==> src/hdl/sbm_pkg.sv <==
// ----------------------------------------------------------------------------
// sbm_pkg
// Shared constants, band tables, state encoding and the command/status
// structs between the band meter controller and its datapath.
// ----------------------------------------------------------------------------
package sbm_pkg;

   localparam int NUM_BANDS     = 7;
   localparam int HISTORY_DEPTH = 6;
   localparam int MAX_BANDS     = 16;

   // field widths
   localparam int MAG_W    = 27;
   localparam int FREQ_W   = 15;
   localparam int NUMBER_W = 3;
   localparam int LVL_W    = 16;
   localparam int FRAC_W   = LVL_W - 2;

   // datapath widths
   localparam int SUM_W        = 40;
   localparam int DIV_W        = 10;
   localparam int PROD_W       = SUM_W + DIV_W;
   localparam int BAND_W       = $clog2(NUM_BANDS);
   localparam int TABLE_W      = $clog2(MAX_BANDS);
   localparam int CNT_W        = $clog2(HISTORY_DEPTH + 1);
   localparam int SLOT_W       = (HISTORY_DEPTH > 1) ? $clog2(HISTORY_DEPTH) : 1;
   localparam int HIST_ENTRIES = NUM_BANDS * HISTORY_DEPTH;
   localparam int ADDR_W       = $clog2(HIST_ENTRIES);
   localparam int ACC_W        = LVL_W + CNT_W;
   localparam int STEP_W       = $clog2(LVL_W);

   // 3.0 in Q2.14
   localparam logic [LVL_W-1:0] FULL_SCALE = LVL_W'(49152);

   // upper band edges in Hz; a bin belongs to the first band whose edge is above it
   localparam logic [FREQ_W-1:0] UPPER_EDGE [MAX_BANDS] = '{
      15'd100,  15'd250,  15'd500,  15'd700,  15'd900,  15'd1400, 15'd2000, 15'd2000,
      15'd2000, 15'd2000, 15'd2000, 15'd2000, 15'd2000, 15'd2000, 15'd2000, 15'd2000
   };

   // per-band divisors
   localparam logic [DIV_W-1:0] BAND_DIV [MAX_BANDS] = '{
      10'd200, 10'd150, 10'd250, 10'd200, 10'd200, 10'd500, 10'd600, 10'd1,
      10'd1,   10'd1,   10'd1,   10'd1,   10'd1,   10'd1,   10'd1,   10'd1
   };

   typedef enum logic [3:0] {
      ST_IDLE,
      ST_MAX_FIRST,
      ST_MAX_MUL,
      ST_MAX_CMP,
      ST_LVL_MUL,
      ST_LVL_LOAD,
      ST_LVL_DIV,
      ST_LVL_WR,
      ST_COMMIT,
      ST_AVG_START,
      ST_AVG_RD,
      ST_AVG_ADD,
      ST_AVG_LOAD,
      ST_AVG_DIV,
      ST_AVG_OUT
   } state_type;

   typedef struct packed {
      logic accum;         // add the transferred bin into its band sum
      logic band_clr;
      logic band_inc;
      logic max_load;      // take the current band as the running maximum
      logic max_upd;       // take the current band if its ratio is larger
      logic mul;
      logic div_load_lvl;
      logic div_load_avg;
      logic div_step;
      logic mem_wr;
      logic hist_commit;   // advance history slot/count, clear band sums
      logic frame_clr;
      logic frame_inc;
      logic acc_clr;
      logic acc_add;
      logic mem_rd;
      logic out_load;
   } cmd_type;

   typedef struct packed {
      logic band_last;
      logic frame_last;
      logic div_done;
      logic prod_gt;
      logic out_free;
   } status_type;

endpackage

==> src/hdl/sbm_if.sv <==
// ----------------------------------------------------------------------------
// sbm_req_if / sbm_rsp_if
// Valid/ready channels of the band meter: spectrum bins in, band levels out.
// ----------------------------------------------------------------------------
interface sbm_req_if import sbm_pkg::*; ();
   logic              valid;
   logic              ready;
   logic [MAG_W-1:0]  bin_magnitude;
   logic [FREQ_W-1:0] bin_frequency;
   logic              end_of_frame;

   modport source (output valid, output bin_magnitude, output bin_frequency,
                   output end_of_frame, input ready);
   modport sink   (input valid, input bin_magnitude, input bin_frequency,
                   input end_of_frame, output ready);
endinterface

interface sbm_rsp_if import sbm_pkg::*; ();
   logic                valid;
   logic                ready;
   logic [NUMBER_W-1:0] band_number;
   logic [LVL_W-1:0]    band_level;
   logic                last_band;

   modport source (output valid, output band_number, output band_level,
                   output last_band, input ready);
   modport sink   (input valid, input band_number, input band_level,
                   input last_band, output ready);
endinterface

==> src/hdl/sbm_ram.sv <==
// ----------------------------------------------------------------------------
// sbm_ram
// Generic single-write, single-read RAM with registered read data.
// ----------------------------------------------------------------------------
module sbm_ram #(
   parameter int  WIDTH  = 16,
   parameter int  DEPTH  = 42,
   localparam int ADDR_W = $clog2(DEPTH)
) (
   input  logic              clock,
   input  logic              wr_en,
   input  logic [ADDR_W-1:0] wr_addr,
   input  logic [WIDTH-1:0]  wr_data,
   input  logic              rd_en,
   input  logic [ADDR_W-1:0] rd_addr,
   output logic [WIDTH-1:0]  rd_data
);

   logic [WIDTH-1:0] mem_ff [DEPTH];
   logic [WIDTH-1:0] rd_data_ff;

   always_ff @(posedge clock) begin
      if (wr_en) begin
         mem_ff[wr_addr] <= wr_data;
      end
      if (rd_en) begin
         rd_data_ff <= mem_ff[rd_addr];
      end
   end

   assign rd_data = rd_data_ff;

endmodule

==> src/hdl/sbm_ctrl.sv <==
// ----------------------------------------------------------------------------
// sbm_ctrl
// Frame sequencer: bin intake, maximum search, level division and history
// write, then per-band history averaging and result hand-off.
// ----------------------------------------------------------------------------
module sbm_ctrl import sbm_pkg::*; (
   input  logic       clock,
   input  logic       reset,
   input  logic       req_valid,
   input  logic       req_end_of_frame,
   output logic       req_ready,
   output cmd_type    cmd,
   input  status_type status
);

   state_type state_ff;
   state_type state_in;

   always_ff @(posedge clock) begin
      if (reset) begin
         state_ff <= ST_IDLE;
      end else begin
         state_ff <= state_in;
      end
   end

   always_comb begin
      state_in = state_ff;
      unique case (state_ff)
         ST_IDLE: begin
            if (req_valid && req_end_of_frame) state_in = ST_MAX_FIRST;
         end
         ST_MAX_FIRST: state_in = ST_MAX_MUL;
         ST_MAX_MUL:   state_in = ST_MAX_CMP;
         ST_MAX_CMP:   state_in = status.band_last ? ST_LVL_MUL : ST_MAX_MUL;
         ST_LVL_MUL:   state_in = ST_LVL_LOAD;
         ST_LVL_LOAD:  state_in = ST_LVL_DIV;
         ST_LVL_DIV: begin
            if (status.div_done) state_in = ST_LVL_WR;
         end
         ST_LVL_WR:    state_in = status.band_last ? ST_COMMIT : ST_LVL_MUL;
         ST_COMMIT:    state_in = ST_AVG_START;
         ST_AVG_START: state_in = ST_AVG_RD;
         ST_AVG_RD:    state_in = ST_AVG_ADD;
         ST_AVG_ADD:   state_in = status.frame_last ? ST_AVG_LOAD : ST_AVG_RD;
         ST_AVG_LOAD:  state_in = ST_AVG_DIV;
         ST_AVG_DIV: begin
            if (status.div_done) state_in = ST_AVG_OUT;
         end
         ST_AVG_OUT: begin
            if (status.out_free) state_in = status.band_last ? ST_IDLE : ST_AVG_START;
         end
         default: state_in = ST_IDLE;
      endcase
   end

   always_comb begin
      cmd       = '0;
      req_ready = 1'b0;
      unique case (state_ff)
         ST_IDLE: begin
            req_ready    = 1'b1;
            cmd.accum    = req_valid;
            cmd.band_clr = 1'b1;
         end
         ST_MAX_FIRST: begin
            cmd.max_load = 1'b1;
            cmd.band_inc = 1'b1;
         end
         ST_MAX_MUL: cmd.mul = 1'b1;
         ST_MAX_CMP: begin
            cmd.max_upd  = 1'b1;
            cmd.band_clr = status.band_last;
            cmd.band_inc = !status.band_last;
         end
         ST_LVL_MUL:  cmd.mul = 1'b1;
         ST_LVL_LOAD: cmd.div_load_lvl = 1'b1;
         ST_LVL_DIV:  cmd.div_step = 1'b1;
         ST_LVL_WR: begin
            cmd.mem_wr   = 1'b1;
            cmd.band_clr = status.band_last;
            cmd.band_inc = !status.band_last;
         end
         ST_COMMIT: cmd.hist_commit = 1'b1;
         ST_AVG_START: begin
            cmd.acc_clr   = 1'b1;
            cmd.frame_clr = 1'b1;
         end
         ST_AVG_RD: cmd.mem_rd = 1'b1;
         ST_AVG_ADD: begin
            cmd.acc_add   = 1'b1;
            cmd.frame_inc = !status.frame_last;
         end
         ST_AVG_LOAD: cmd.div_load_avg = 1'b1;
         ST_AVG_DIV:  cmd.div_step = 1'b1;
         ST_AVG_OUT: begin
            cmd.out_load = status.out_free;
            cmd.band_inc = status.out_free && !status.band_last;
         end
         default: cmd = '0;
      endcase
   end

   // result register must be free (or emptying) when a new level lands in it
   a_out_load_free: assert property (@(posedge clock) disable iff (reset)
      cmd.out_load |-> status.out_free)
      else $error("level loaded over a result not yet transferred");

   // a history write always follows the last divider step
   a_wr_after_div: assert property (@(posedge clock) disable iff (reset)
      cmd.mem_wr |-> $past(cmd.div_step))
      else $error("history written without a finished division");

endmodule

==> src/hdl/sbm_datapath.sv <==
// ----------------------------------------------------------------------------
// sbm_datapath
// Band sums, ratio multipliers, shared restoring divider, level history
// RAM, averaging accumulator and the result register.
// ----------------------------------------------------------------------------
module sbm_datapath import sbm_pkg::*; (
   input  logic                clock,
   input  logic                reset,
   input  logic [MAG_W-1:0]    req_bin_magnitude,
   input  logic [FREQ_W-1:0]   req_bin_frequency,
   input  cmd_type             cmd,
   output status_type          status,
   input  logic                rsp_ready,
   output logic                rsp_valid,
   output logic [NUMBER_W-1:0] rsp_band_number,
   output logic [LVL_W-1:0]    rsp_band_level,
   output logic                rsp_last_band
);

   logic [SUM_W-1:0]    band_sums_ff [NUM_BANDS];
   logic [BAND_W-1:0]   band_idx_ff;
   logic [BAND_W-1:0]   hit_idx;
   logic [BAND_W-1:0]   rd_idx;
   logic                hit;
   logic [SUM_W-1:0]    sel_sum;
   logic [SUM_W:0]      wide_sum;
   logic [SUM_W-1:0]    sat_sum;
   logic [DIV_W-1:0]    sel_div;
   logic [SUM_W-1:0]    max_sum_ff;
   logic [DIV_W-1:0]    max_div_ff;
   logic                max_zero;
   logic [PROD_W-1:0]   prod_a_ff;
   logic [PROD_W-1:0]   prod_b_ff;
   logic [PROD_W+1:0]   triple;
   logic [PROD_W-1:0]   rem_ff;
   logic [PROD_W-1:0]   rem_in;
   logic [PROD_W-1:0]   divisor_ff;
   logic [PROD_W:0]     shifted;
   logic [PROD_W:0]     diff;
   logic                ge;
   logic [LVL_W-1:0]    bits_ff;
   logic [LVL_W-1:0]    quo_ff;
   logic [STEP_W-1:0]   step_ff;
   logic [SLOT_W-1:0]   slot_ff;
   logic [SLOT_W-1:0]   frame_idx_ff;
   logic [CNT_W-1:0]    count_ff;
   logic [ACC_W-1:0]    acc_ff;
   logic [ADDR_W-1:0]   wr_addr;
   logic [ADDR_W-1:0]   rd_addr;
   logic [LVL_W-1:0]    wr_level;
   logic [LVL_W-1:0]    rd_level;
   logic                out_valid_ff;
   logic [NUMBER_W-1:0] out_band_ff;
   logic [LVL_W-1:0]    out_level_ff;
   logic                out_last_ff;

   // ---- band decode: first band whose upper edge lies above the bin
   always_comb begin
      hit     = 1'b0;
      hit_idx = '0;
      for (int i = NUM_BANDS - 1; i >= 0; i--) begin
         if (req_bin_frequency < UPPER_EDGE[i]) begin
            hit     = 1'b1;
            hit_idx = BAND_W'(i);
         end
      end
   end

   // one read port on the sum array, shared by intake and frame processing
   assign rd_idx   = cmd.accum ? hit_idx : band_idx_ff;
   assign sel_sum  = band_sums_ff[rd_idx];
   assign sel_div  = BAND_DIV[TABLE_W'(band_idx_ff)];
   assign wide_sum = {1'b0, sel_sum} + (SUM_W+1)'(req_bin_magnitude);
   assign sat_sum  = wide_sum[SUM_W] ? '1 : wide_sum[SUM_W-1:0];

   always_ff @(posedge clock) begin
      if (reset || cmd.hist_commit) begin
         for (int i = 0; i < NUM_BANDS; i++) begin
            band_sums_ff[i] <= '0;
         end
      end else if (cmd.accum && hit) begin
         band_sums_ff[hit_idx] <= sat_sum;
      end
   end

   always_ff @(posedge clock) begin
      if (cmd.band_clr) begin
         band_idx_ff <= '0;
      end else if (cmd.band_inc) begin
         band_idx_ff <= band_idx_ff + BAND_W'(1);
      end
   end

   // ---- ratio products: S[i]*D[m] against S[m]*D[i]
   always_ff @(posedge clock) begin
      if (cmd.max_load || (cmd.max_upd && status.prod_gt)) begin
         max_sum_ff <= sel_sum;
         max_div_ff <= sel_div;
      end
      if (cmd.mul) begin
         prod_a_ff <= PROD_W'(sel_sum) * PROD_W'(max_div_ff);
         prod_b_ff <= PROD_W'(max_sum_ff) * PROD_W'(sel_div);
      end
   end

   assign max_zero = (max_sum_ff == '0);

   // ---- shared restoring divider, one quotient bit per cycle
   // Level: floor(3*num*2^14/den); num <= den so (3*num)>>2 < den and the
   // two low bits of 3*num plus 14 zeros are the bits still to bring down.
   assign triple  = (PROD_W+2)'({prod_a_ff, 1'b0}) + (PROD_W+2)'(prod_a_ff);
   assign shifted = {rem_ff, bits_ff[LVL_W-1]};
   assign diff    = shifted - {1'b0, divisor_ff};
   assign ge      = (shifted >= {1'b0, divisor_ff});
   assign rem_in  = ge ? diff[PROD_W-1:0] : shifted[PROD_W-1:0];

   always_ff @(posedge clock) begin
      if (cmd.div_load_lvl) begin
         rem_ff     <= triple[PROD_W+1:2];
         bits_ff    <= {triple[1:0], FRAC_W'(0)};
         divisor_ff <= prod_b_ff;
         step_ff    <= '0;
      end else if (cmd.div_load_avg) begin
         // average < 2^16, so the bits above the low 16 are already below count
         rem_ff     <= PROD_W'(acc_ff[ACC_W-1:LVL_W]);
         bits_ff    <= acc_ff[LVL_W-1:0];
         divisor_ff <= PROD_W'(count_ff);
         step_ff    <= '0;
      end else if (cmd.div_step) begin
         rem_ff  <= rem_in;
         bits_ff <= {bits_ff[LVL_W-2:0], 1'b0};
         quo_ff  <= {quo_ff[LVL_W-2:0], ge};
         step_ff <= step_ff + STEP_W'(1);
      end
   end

   // ---- level history
   assign wr_level = max_zero ? '0 : quo_ff;
   assign wr_addr  = ADDR_W'(32'(slot_ff) * NUM_BANDS + 32'(band_idx_ff));
   assign rd_addr  = ADDR_W'(32'(frame_idx_ff) * NUM_BANDS + 32'(band_idx_ff));

   sbm_ram #(
      .WIDTH (LVL_W),
      .DEPTH (HIST_ENTRIES)
   ) u_hist_ram (
      .clock   (clock),
      .wr_en   (cmd.mem_wr),
      .wr_addr (wr_addr),
      .wr_data (wr_level),
      .rd_en   (cmd.mem_rd),
      .rd_addr (rd_addr),
      .rd_data (rd_level)
   );

   always_ff @(posedge clock) begin
      if (reset) begin
         slot_ff  <= '0;
         count_ff <= '0;
      end else if (cmd.hist_commit) begin
         slot_ff <= (slot_ff == SLOT_W'(HISTORY_DEPTH - 1)) ? '0 : slot_ff + SLOT_W'(1);
         if (count_ff != CNT_W'(HISTORY_DEPTH)) begin
            count_ff <= count_ff + CNT_W'(1);
         end
      end
   end

   always_ff @(posedge clock) begin
      if (cmd.frame_clr) begin
         frame_idx_ff <= '0;
      end else if (cmd.frame_inc) begin
         frame_idx_ff <= frame_idx_ff + SLOT_W'(1);
      end
      if (cmd.acc_clr) begin
         acc_ff <= '0;
      end else if (cmd.acc_add) begin
         acc_ff <= acc_ff + ACC_W'(rd_level);
      end
   end

   // ---- result register
   always_ff @(posedge clock) begin
      if (reset) begin
         out_valid_ff <= 1'b0;
      end else if (cmd.out_load) begin
         out_valid_ff <= 1'b1;
      end else if (rsp_ready) begin
         out_valid_ff <= 1'b0;
      end
   end

   always_ff @(posedge clock) begin
      if (cmd.out_load) begin
         out_band_ff  <= NUMBER_W'(band_idx_ff);
         out_level_ff <= quo_ff;
         out_last_ff  <= status.band_last;
      end
   end

   assign rsp_valid       = out_valid_ff;
   assign rsp_band_number = out_band_ff;
   assign rsp_band_level  = out_level_ff;
   assign rsp_last_band   = out_last_ff;

   always_comb begin
      status.band_last  = (band_idx_ff == BAND_W'(NUM_BANDS - 1));
      status.frame_last = ((CNT_W'(frame_idx_ff) + CNT_W'(1)) == count_ff);
      status.div_done   = (step_ff == STEP_W'(LVL_W - 1));
      status.prod_gt    = (prod_a_ff > prod_b_ff);
      status.out_free   = !out_valid_ff || rsp_ready;
   end

   a_level_range: assert property (@(posedge clock) disable iff (reset)
      cmd.mem_wr |-> (wr_level <= FULL_SCALE))
      else $error("normalized level above full scale");

   a_hist_bounds: assert property (@(posedge clock) disable iff (reset)
      (count_ff <= CNT_W'(HISTORY_DEPTH)) && (32'(slot_ff) < HISTORY_DEPTH))
      else $error("history slot or count out of range");

   a_avg_nonempty: assert property (@(posedge clock) disable iff (reset)
      cmd.div_load_avg |-> (count_ff != '0))
      else $error("averaging over an empty history");

endmodule

==> src/hdl/spectrum_band_meter.sv <==
// ----------------------------------------------------------------------------
// spectrum_band_meter
// Spectrum band meter: sums bin magnitudes into seven bands, normalizes
// each frame so the strongest band reads 3.0 (Q2.14), and emits the band
// levels averaged over up to the last six frames.
//
// req_bus carries one bin per transfer (magnitude, frequency in Hz, end of
// frame mark). Bins that do not close a frame are taken one per cycle.
// A bin with end_of_frame set starts frame processing; req_bus.ready stays
// low until the frame's last band level has been loaded into the result
// register. rsp_bus then carries seven transfers, bands 0..6, with
// last_band set on band 6.
// Frame processing runs a maximum search over the bands, then a level
// division in the shared one bit per cycle divider and a history write
// per band, a history commit, and per band an average over the N stored
// frames: each entry is read from the history RAM and added, and the sum
// is divided by N. A stalled receiver holds the result register and halts
// the sequencer until the transfer.
// Reset clears the band sums, the history count and slot and the result
// valid; the history RAM needs no clearing since only stored frames are read.
// ----------------------------------------------------------------------------
module spectrum_band_meter import sbm_pkg::*; (
   input  logic       clock,
   input  logic       reset,
   sbm_req_if.sink    req_bus,
   sbm_rsp_if.source  rsp_bus
);

   cmd_type    cmd;
   status_type status;

   sbm_ctrl u_ctrl (
      .clock            (clock),
      .reset            (reset),
      .req_valid        (req_bus.valid),
      .req_end_of_frame (req_bus.end_of_frame),
      .req_ready        (req_bus.ready),
      .cmd              (cmd),
      .status           (status)
   );

   sbm_datapath u_datapath (
      .clock             (clock),
      .reset             (reset),
      .req_bin_magnitude (req_bus.bin_magnitude),
      .req_bin_frequency (req_bus.bin_frequency),
      .cmd               (cmd),
      .status            (status),
      .rsp_ready         (rsp_bus.ready),
      .rsp_valid         (rsp_bus.valid),
      .rsp_band_number   (rsp_bus.band_number),
      .rsp_band_level    (rsp_bus.band_level),
      .rsp_last_band     (rsp_bus.last_band)
   );

endmodule

==> src/flat_wrapper.sv <==
// flat-port wrapper written by rule: the top's interface ports become plain ports
module spectrum_band_meter_flat import sbm_pkg::*;
  (clock, reset, req_bus_valid, req_bus_bin_magnitude, req_bus_bin_frequency, req_bus_end_of_frame, req_bus_ready, rsp_bus_valid, rsp_bus_band_number, rsp_bus_band_level, rsp_bus_last_band, rsp_bus_ready);
  sbm_req_if req_bus_i ();
  sbm_rsp_if rsp_bus_i ();
  input  logic clock;
  input  logic reset;
  input wire logic [$bits(req_bus_i.valid)-1:0] req_bus_valid;
  input wire logic [$bits(req_bus_i.bin_magnitude)-1:0] req_bus_bin_magnitude;
  input wire logic [$bits(req_bus_i.bin_frequency)-1:0] req_bus_bin_frequency;
  input wire logic [$bits(req_bus_i.end_of_frame)-1:0] req_bus_end_of_frame;
  output wire logic [$bits(req_bus_i.ready)-1:0] req_bus_ready;
  output wire logic [$bits(rsp_bus_i.valid)-1:0] rsp_bus_valid;
  output wire logic [$bits(rsp_bus_i.band_number)-1:0] rsp_bus_band_number;
  output wire logic [$bits(rsp_bus_i.band_level)-1:0] rsp_bus_band_level;
  output wire logic [$bits(rsp_bus_i.last_band)-1:0] rsp_bus_last_band;
  input wire logic [$bits(rsp_bus_i.ready)-1:0] rsp_bus_ready;
  assign req_bus_i.valid = req_bus_valid;
  assign req_bus_i.bin_magnitude = req_bus_bin_magnitude;
  assign req_bus_i.bin_frequency = req_bus_bin_frequency;
  assign req_bus_i.end_of_frame = req_bus_end_of_frame;
  assign req_bus_ready = req_bus_i.ready;
  assign rsp_bus_valid = rsp_bus_i.valid;
  assign rsp_bus_band_number = rsp_bus_i.band_number;
  assign rsp_bus_band_level = rsp_bus_i.band_level;
  assign rsp_bus_last_band = rsp_bus_i.last_band;
  assign rsp_bus_i.ready = rsp_bus_ready;
  spectrum_band_meter u_core (.clock(clock), .reset(reset), .req_bus(req_bus_i), .rsp_bus(rsp_bus_i));
endmodule
==> config.mk <==
export PLATFORM = sky130hd
export DESIGN_NAME = spectrum_band_meter_flat
export DESIGN_NICKNAME = d
export VERILOG_FILES = /design/src/hdl/sbm_pkg.sv /design/src/hdl/sbm_if.sv /design/src/hdl/sbm_ram.sv /design/src/hdl/sbm_ctrl.sv /design/src/hdl/sbm_datapath.sv /design/src/hdl/spectrum_band_meter.sv /design/src/flat_wrapper.sv
export SDC_FILE = /design/constraint.sdc
export NUM_CORES = 2
export LEC_CHECK = 0
export BUFFER_PORTS_ARGS = -buffer_cell sky130_fd_sc_hd__buf_2
export CORE_UTILIZATION = 30
export DETAILED_ROUTE_END_ITERATION = 10
export SLEW_MARGIN = 20
export SYNTH_ARGS = -nofsm -noshare
export SYNTH_HDL_FRONTEND = slang
export SYNTH_SLANG_ARGS = --single-unit
==> constraint.sdc <==
create_clock -name clock -period 9.5 [get_ports clock]
set_input_delay 1.9 -clock clock [delete_from_list [all_inputs] [get_ports clock]]
set_output_delay 1.9 -clock clock [all_outputs]
set_load 0.02 [all_outputs]
==> summary.txt <==
status - finished, final reports clean
GR Overflow Total - 0
Worst Reg-to-Reg Cells - 25
Post-Synthesis Cells - 7517
crit-path max cell delay - 0.56 ns
drt wl/cell - 19.74 microns
Hold-fix buffers, CTS - 0
DRC viols - 0
RSZ-0062 raised after global routing - no
Hold Path End - u_core.u_datapath.bits_ff[0]
DR vias - 58820
Synth warnings - 0
die width - 539.6 microns
pre-CTS WS - -0.6701 ns
CP arrival - 9.63 ns
Layout fillers - 28060
clock tree from TritonCTS - done
WHS - 0.4537 ns
CORE AREA - 287700 sq um
PortBufs - 67
Max-cap violations - 0
nets - 8899
Max Clock Skew - 0.08374 ns
initial antenna violation count - 5
Slowest-stage cell, CP - fa_1
Worst Path Max Fanout - 27
Avg Inst Size Synth - 11.54 sq um
number of stages on the worst hold path - 2
Clock Sinks - 1350
Pre-antenna DRT Iters - 5
R2R setup slack - 0.68 ns
IO Count - 69
EDFF count, synth - 1256
Reg2Reg Launch Point - u_core.u_datapath.band_idx_ff[0]
cell mode on critical path - fa_1
Post-synth ARST share - 0
Worst-Margin Slew - 1.314 ns
Row Count - 197
Hold Path Class - register to register
Unique masters post-synth - 85
register area share after synthesis - 0.4567
clock tree buffer depth - 3
Yosys reg bits - 1350
Clock Latency Late Sink - 0.84 ns
largest net degree at the start of global routing - 129
post-route setup slack - 0.3686 ns
die height - 539.6 microns
startpoint types - input port
vias per std cell - 5.006
Worst Path Class, Setup - input port to register
Initial DRC Count - 4431
WL final - 231900 microns
Setup TNS - 0 ns
reg-to-reg endpoint - u_core.u_datapath.prod_b_ff[49]
commonest non-fill, non-tap cell in the layout - edfxtp_1
Rel. slew slack - 0.1166
Initial Util - 0.3014
commonest cells after routing, fill and taps aside - 1256 x edfxtp_1, 965 x nand2_1, 703 x inv_1
Detail Placement HPWL - 159600 microns
ratio of cells with drive above 1 in the final layout - 0.1328
Worst Path Required - 10.00 ns
Num CTS Buffers - 146
final hold vios - 0
Slew Viols, Final - 0
cell area after synthesis - 86710 sq um
clock root cell - clkbuf_16
Synth Flop Type - edfxtp_1
ANT nets after route - 0
global placement routability congestion - 0.8724
Tcrit/Tclk final - 0.9612
Area Overhead vs Synth - 14.73%
# setup viols final - 0
final worst path period need - 9.131 ns
Fmax - 109.5 MHz
# H-tree levels - 4
Tot GR Track Use - 0.1603
Die ar. - 291200 sq um
Worst-path clk slew - 0.06 ns
CP endpoint kind - register
first-pass GRT wire length - 363100 microns
number of global-route vias before repair - 61980
hold path start - u_core.u_datapath.acc_ff[0]
==> routing by layer <==
metal,wire (microns),GRT usage,share of wire,up-vias
li1,-,-,-,26730
met1,96600,0.2038,0.42,30000
met2,113300,0.2746,0.49,1694
met3,11390,0.01703,0.049,388
met4,10520,0.07128,0.045,2
met5,13,0,0.000056,-
==> cells in the mapped netlist (9+ instances only) <==
cell / instances / share of area
edfxtp_1: 1256 / 0.43
nand2_1: 971 / 0.042
inv_1: 704 / 0.030
fa_1: 616 / 0.14
nor2_1: 466 / 0.020
ha_1: 392 / 0.057
and2_1: 374 / 0.027
clkbuf_1: 341 / 0.015
a21oi_1: 334 / 0.019
o21ai_0: 224 / 0.013
nand3_1: 206 / 0.012
mux4_2: 192 / 0.050
a21o_1: 161 / 0.014
xnor2_1: 143 / 0.014
nor2b_1: 111 / 0.0080
dfxtp_1: 94 / 0.022
mux2i_1: 86 / 0.0099
xor2_1: 81 / 0.0082
nor3_1: 69 / 0.0040
and3_1: 55 / 0.0040
a211oi_1: 47 / 0.0041
nand2b_1: 43 / 0.0031
nand4_1: 43 / 0.0031
buf_1: 40 / 0.0017
o21bai_1: 39 / 0.0034
o22ai_1: 37 / 0.0027
o21a_1: 36 / 0.0031
a31oi_1: 34 / 0.0025
a221oi_1: 24 / 0.0024
o211ai_1: 23 / 0.0020
nor4_1: 21 / 0.0015
a31o_2: 15 / 0.0015
o31ai_1: 15 / 0.0013
or3_1: 15 / 0.0011
and4_1: 14 / 0.0014
a21boi_0: 13 / 0.0011
o21ai_1: 12 / 0.00069
a311oi_1: 10 / 0.0010
buf_2: 10 / 0.00058
nor2_2: 10 / 0.00072
a2111oi_0: 9 / 0.00091
or2_2: 9 / 0.00065
==> final cells by class <==
| cell class | instances | area, sq um | share of cell area |
|---|---|---|---|
| clock inverters | 91 | 1060 | 0.01065 |
| clock buffers | 178 | 3824 | 0.03843 |
| diodes | 2 | 5.005 | 0.00005031 |
| well taps | 3781 | 4731 | 0.04755 |
| multi-input cells | 5098 | 43430 | 0.4366 |
| repair buffers | 543 | 4187 | 0.04208 |
| inverters | 705 | 2648 | 0.02661 |
| flip-flops and latches | 1350 | 39600 | 0.3980 |
==> registers in the layout (all words and copies together), names as in the netlist, 3 cells and up <==
name and count:
u_core.u_ctrl.state_ff 4, u_core.u_datapath.acc_ff 19, u_core.u_datapath.band_idx_ff 3, u_core.u_datapath.band_sums_ff 320
u_core.u_datapath.bits_ff 16, u_core.u_datapath.count_ff 3, u_core.u_datapath.divisor_ff 50, u_core.u_datapath.frame_idx_ff 3
u_core.u_datapath.max_div_ff 10, u_core.u_datapath.max_sum_ff 40, u_core.u_datapath.prod_a_ff 50, u_core.u_datapath.prod_b_ff 50
u_core.u_datapath.quo_ff 16, u_core.u_datapath.rem_ff 50, u_core.u_datapath.rsp_band_level 16, u_core.u_datapath.rsp_band_number 3
u_core.u_datapath.slot_ff 3, u_core.u_datapath.step_ff 4, u_core.u_datapath.u_hist_ram.mem_ff 672, u_core.u_datapath.u_hist_ram.rd_data 16
==> worst max-delay path: cells and delay by family <==
| kind | cells | cell delay [ns] |
|---|---|---|
| adders and majority gates | 6 | 2.84 |
| xor gates and xnor gates | 1 | 0.09 |
| and+or+nand+nor | 7 | 1.03 |
| AOI/OAI and AO/OA | 12 | 2.75 |
| buffers and inverters | 8 | 1.01 |
==> worst max path at each step <==
stage	startpoint	endpoint	slack (ns)	depth (start not counted)
floorplan	req_bus_bin_frequency[14]	u_core.u_datapath.prod_a_ff[36]	0.0006	33
global placement	req_bus_bin_frequency[14]	u_core.u_datapath.prod_a_ff[39]	-0.61	34
detailed placement	req_bus_bin_frequency[14]	u_core.u_datapath.prod_a_ff[46]	-0.67	35
CTS	req_bus_bin_frequency[14]	u_core.u_datapath.prod_a_ff[46]	0.12	35
global route	req_bus_bin_frequency[14]	u_core.u_datapath.prod_a_ff[49]	0.04	35
finish	req_bus_bin_frequency[14]	u_core.u_datapath.prod_a_ff[49]	0.37	34
==> per-stage QoR <==
stage,util,cells,cell area [sq um]
after global placement,0.3284,11470,94450
final,0.3459,11750,99480
after CTS,0.3453,11740,99340
after floorplan,-,7556,86890
after global routing,0.3458,11750,99480
after detailed placement,0.3284,11470,94450
==> timing repair <==
item | in CTS | in global routing
buffers inserted | 0 | 1
setup endpoints to repair | 0 | 16
resized for setup | 0 | 23
endpoints found under the hold margin | 0 | 0
==> kinds of logic (layout without fill, tap and decap cells) <==
| kind of cell | after synthesis | after routing | share of synthesized area |
|---|---|---|---|
| adder cells (fa/ha/maj) | 1008 | 1008 | 0.1988 |
| AND/OR/NAND/NOR | 2434 | 2434 | 0.1317 |
| buffers and inverters | 1108 | 1517 | 0.04889 |
| flip-flops | 1350 | 1350 | 0.4567 |
| other | 1 | 42 | 0.00004325 |
| AO/OA/AOI/OAI | 1112 | 1112 | 0.08123 |
| XOR/XNOR | 224 | 224 | 0.02263 |
| multiplexers | 280 | 280 | 0.06006 |
Power is not shown: default switching activity piles up to over one toggle a cycle in this logic, so the estimate is an artifact.
